**src/rtl/abp_pkg.sv**
```systemverilog
`timescale 1ns / 1ps
// Shared types, constants and fixed-point helpers for the binomial pricer.
// Used by every module of the block; depends on nothing.
package abp_pkg;

  localparam logic [31:0] PRICE_MAX = 32'hFFFF_FFFF;
  localparam logic [30:0] Q30_ONE   = 31'h4000_0000;
  localparam logic [63:0] Q30_HALF  = 64'h0000_0000_2000_0000;

  typedef enum logic [2:0] {
    REG_UP    = 3'd0,
    REG_DOWN  = 3'd1,
    REG_PROB  = 3'd2,
    REG_DISC  = 3'd3,
    REG_STEPS = 3'd4
  } reg_idx_t;

  // Effective (clamped) configuration seen by the datapath.
  typedef struct packed {
    logic [31:0] up;
    logic [31:0] down;
    logic [30:0] prob;
    logic [30:0] prob_c;
    logic [30:0] disc;
  } cfg_t;

  // One write into both rows at a shared address.
  typedef struct packed {
    logic        valid;
    logic [31:0] stock;
    logic [31:0] value;
  } row_wr_t;

  // Q30 rounding (half up) of a product, saturated to the price range.
  function automatic logic [31:0] round_sat(input logic [63:0] prod);
    logic [63:0] sum;
    sum = prod + Q30_HALF;
    if (sum[63:62] != 2'b00) begin
      return PRICE_MAX;
    end
    return sum[61:30];
  endfunction

  function automatic logic [31:0] intrinsic(input logic [31:0] s, input logic [31:0] k,
                                            input logic call);
    if (call) begin
      return (s > k) ? (s - k) : 32'd0;
    end
    return (k > s) ? (k - s) : 32'd0;
  endfunction

endpackage

```
**src/rtl/abp_regs.sv**
```systemverilog
`timescale 1ns / 1ps
// APB configuration registers with clamping of steps, probability and discount.
// Depends on abp_pkg.
module abp_regs #(
  parameter int MAX_STEPS = 256
) (
  input  logic                               clk,
  input  logic                               rst,
  input  logic                               psel,
  input  logic                               penable,
  input  logic                               pwrite,
  input  logic [4:0]                         paddr,
  input  logic [31:0]                        pwdata,
  output logic [31:0]                        prdata,
  output abp_pkg::cfg_t                      cfg,
  output logic [$clog2(MAX_STEPS+1)-1:0]     steps
);
  import abp_pkg::*;

  localparam int AW = $clog2(MAX_STEPS + 1);

  logic [31:0] up_factor;
  logic [31:0] down_factor;
  logic [30:0] up_probability;
  logic [30:0] step_discount;
  logic [8:0]  tree_steps;
  reg_idx_t    idx;
  logic [30:0] prob_eff;

  assign idx = reg_idx_t'(paddr[4:2]);

  always_ff @(posedge clk) begin
    if (rst) begin
      up_factor      <= 32'h4000_0000;
      down_factor    <= 32'h4000_0000;
      up_probability <= 31'h2000_0000;
      step_discount  <= 31'h4000_0000;
      tree_steps     <= 9'd64;
    end else if (psel && penable && pwrite) begin
      unique case (idx)
        REG_UP:    up_factor      <= pwdata;
        REG_DOWN:  down_factor    <= pwdata;
        REG_PROB:  up_probability <= pwdata[30:0];
        REG_DISC:  step_discount  <= pwdata[30:0];
        REG_STEPS: tree_steps     <= pwdata[8:0];
        default: ;
      endcase
    end
  end

  always_comb begin
    unique case (idx)
      REG_UP:    prdata = up_factor;
      REG_DOWN:  prdata = down_factor;
      REG_PROB:  prdata = {1'b0, up_probability};
      REG_DISC:  prdata = {1'b0, step_discount};
      REG_STEPS: prdata = {23'd0, tree_steps};
      default:   prdata = 32'd0;
    endcase
  end

  assign prob_eff   = (up_probability > Q30_ONE) ? Q30_ONE : up_probability;
  assign cfg.up     = up_factor;
  assign cfg.down   = down_factor;
  assign cfg.prob   = prob_eff;
  assign cfg.prob_c = Q30_ONE - prob_eff;
  assign cfg.disc   = (step_discount > Q30_ONE) ? Q30_ONE : step_discount;

  always_comb begin
    priority if (tree_steps == 9'd0) begin
      steps = AW'(1);
    end else if (32'(tree_steps) > 32'(MAX_STEPS)) begin
      steps = AW'(MAX_STEPS);
    end else begin
      steps = AW'(tree_steps);
    end
  end

endmodule

```
**config.mk**
```make
export PLATFORM = sky130hd
export DESIGN_NAME = abp_regs
export DESIGN_NICKNAME = d
export VERILOG_FILES = /design/src/rtl/abp_pkg.sv /design/src/rtl/abp_regs.sv
export SDC_FILE = /design/constraint.sdc
export NUM_CORES = 1
export LEC_CHECK = 0
export ABC_AREA = 1
export ABC_CLOCK_PERIOD_IN_PS = 5900
export BUFFER_PORTS_ARGS = -buffer_cell sky130_fd_sc_hd__buf_4
export CAP_MARGIN = 10
export CORE_AREA = 2 2 155 157
export DETAILED_ROUTE_END_ITERATION = 6
export DIE_AREA = 0 0 157 159
export GPL_TIMING_DRIVEN = 0
export PLACE_DENSITY = 0.52
export SLEW_MARGIN = 10
export SYNTH_ARGS = -nofsm -noshare
export SYNTH_HDL_FRONTEND = slang
export SYNTH_SLANG_ARGS = --single-unit
```
**constraint.sdc**
```tcl
create_clock -name clk -period 5.9 [get_ports clk]
set_input_delay 1.18 -clock clk [delete_from_list [all_inputs] [get_ports clk]]
set_output_delay 1.18 -clock clk [all_outputs]
set_load 0.05 [all_outputs]
```
==> flow_summary.toml <==
[status]
status = "complete, no violations"

[sta]
fin_setup_tns_ps = 0
worst_pin_slew_ps = 875
fin_crit_sh_pct = 76.0
setup_viol = 0
fmax_ghz = 0.223
hold_viol_final = 0
fin_skew_ps = 0
slew_headroom_pct = 41.6
slew_viol_final = 0
fin_crit_ps = 4480
rsz0062_at_grt = "false"

[clock_tree]
clockBufferDepth = 2
root_buffer = "clkbuf_16"
htreeDepth = 4
clk_pin_slew_ps = 50
cts_tree = "built"
post_cts_resized = 0
numCtsBuffers = 17
ctsHoldBuffers = 0
insertion_delay_ps = 430
clock-sinks = 135
cts_setup_buffers = 0

[logic_synthesis]
synth_area_per_cell_um2 = 6.62
synth-adder-area-share_pct = 0.181
ys_top_cells_by_area = "dfxtp_1 39%, nor2_1 13%, o21ai_0 9.7%, nand2_1 9.1%, inv_1 4.9%"
yosysWarnings = 0
syn_nets = 1089
ys_ff_latch = 135
synth_top_family_by_area = "simple AND/OR/NAND/NOR gates"
syn_inst = 1046
synth_xor_area_share_pct = 1.77
synth-compound-area-share_pct = 23.2
synthMuxAreaShare_pct = 0
ys_types = 37
synth_top_area_share_pct = 39.0
yosys.area_share.simple_pct = 25.7
synth.largest_area_cell = "dfxtp_1"
ys_seq_area_share_pct = 39.0
netlist_area_um2 = 6920

[power_and_ir_drop]
power.total_mw = 2.43
ir_worst_vdd_v = 0.000222
power_density_nw_per_um2 = 252
leakage_nw = 4.57
pwr-share-seq_pct = 38.4
clkPwrFrac_pct = 41.6
p_sw_share_pct = 31.7
p_comb_share_pct = 19.9
p_switching_mw = 0.770
power.internal_mw = 1.66

[critical_path]
end_kind = "primary output"
critPathMaxFanout = 10
cp_data_arrival_time_ps = 3300
start_kind = "flop"
critical_path_class = "reg2out"
critPathRequiredTime_ps = 4720

[floorplanning]
fp.dieW_um = 157
core_um2 = 23200
rows = 56
ios = 240
dieArea_um2 = 25000
fp.dieH_um = 159
start_util_pct = 29.9

[layout]
antennaDiodeCount = 0
stdcell_area_um2 = 9650
fin_nets = 1345
final_cell_mix = "244 x nor2_1, 241 x buf_4, 168 x nand2_1"
instances_no_fill = 1633
syn_to_final_growth_pct = 39.4
final_common_cell = "nor2_1"
post_route_cells_drive_above_1_share_pct = 23.7

[detailed_routing]
drc = 0
drt_iter0_markers = 557
post_drt_wl_per_cell_um = 19.2
dr.pass1.iters = 5
routed_wl_um = 31400
via_count = 8055
routed_via_density = 4.93
drtAntennaViolNets = 0

[placed_design]
portBuffers = 237
gp_congestion = 0.889
place_area_um2 = 9100
dp_hpwl_um = 24200
dp_cells = 1602

[global_route]
grt_pass1_wl_um = 47100
grt_overflow_total = 0
grt_max_degree = 17
antenna_found_initial = 0
grt_pass1_vias = 7807
gr-usage-all-layers_pct = 24.9

[job]
max_cap_viol_count = 0

[min_path]
hold_path_class = "reg2reg"
-- final timing paths --
kind	from	cells past startpoint	end	slack [ps]
setup / recovery	up_probability[20]	17	cfg[47]	1420
hold / removal	up_factor[30]	2	up_factor[30]	490
setup reg to reg	step_discount[30]	2	step_discount[30]	5010
hold reg to reg	up_factor[30]	2	up_factor[30]	490
-- through the flow --
stage,setup WS (ps),util [%],hold slack [ps]
global placement,1580,39.2,484
floorplan,1550,-,458
global route,1150,41.6,517
detailed placement,1570,39.2,487
CTS,1400,41.6,497
finish,1420,41.6,492
-- sequential cells by signal, indices dropped and copies added (netlist names) --
name            flops
up_probability     31
up_factor          32
down_factor        32
step_discount      31
tree_steps          9
-- worst max-delay path, stage by stage, from the launching register on --
cell and delay, ps:
dfxtp_1 580, nor2_1 90, nand2_1 100, nor2_1 50, nand2_1 100, nor2_1 60, nor2_1 290, buf_2 310
nor2_1 100, inv_1 60, ha_1 220, nand2_1 160, inv_2 100, nand2_1 150, nor2_1 140, nand2_1 60
nand2_1 100, buf_4 210
-- layout make-up --
class                           count  area [um2]
Buffer                             71         313
Clock buffer                       22         474
Clock inverter                      9        76.3
Fill cell                        2509       13500
Inverter                          104         390
Multi-Input combinational cell    736        3520
Sequential cell                   135        2700
Tap cell                          319         399
Timing Repair Buffer              237        1780
-- cells in the mapped netlist (all sizes together) --
cell	instances
o21ai	150
buf	19
a41oi	1
o2111ai	22
a22o	1
a221oi	9
a21oi	58
inv	103
o21bai	1
ha	1
o41ai	12
nor2	248
nand4	7
clkinv	1
o22ai	7
xnor2	2
o211ai	3
nor4	2
nor3	4
clkbuf	52
dfxtp	135
xor2	12
o31ai	8
nand2	170
nand3	18
-- power groups by stage --
stage	registers [mW]	clock network [mW]	logic (mW)
floorplan	0.970	0	0.290
global placement	0.954	0	0.480
detailed placement	0.954	0	0.482
CTS	0.934	1.02	0.483
global route	0.935	1.06	0.514
finish	0.934	1.01	0.484
-- cells by family after synthesis --
family                   Yosys count
flip-flops                       135
AO/OA/AOI/OAI                    272
XOR/XNOR                          14
AND/OR/NAND/NOR                  449
buffers and inverters            175
adder cells (fa/ha/maj)            1
-- layer usage --
layer  track usage [%]  wire length [um]
met3              4.19              2310
met5                 0                 0
met4              7.38               635
met2              39.5             14200
met1              34.4             14300
Power figures use the tool's default switching activity.
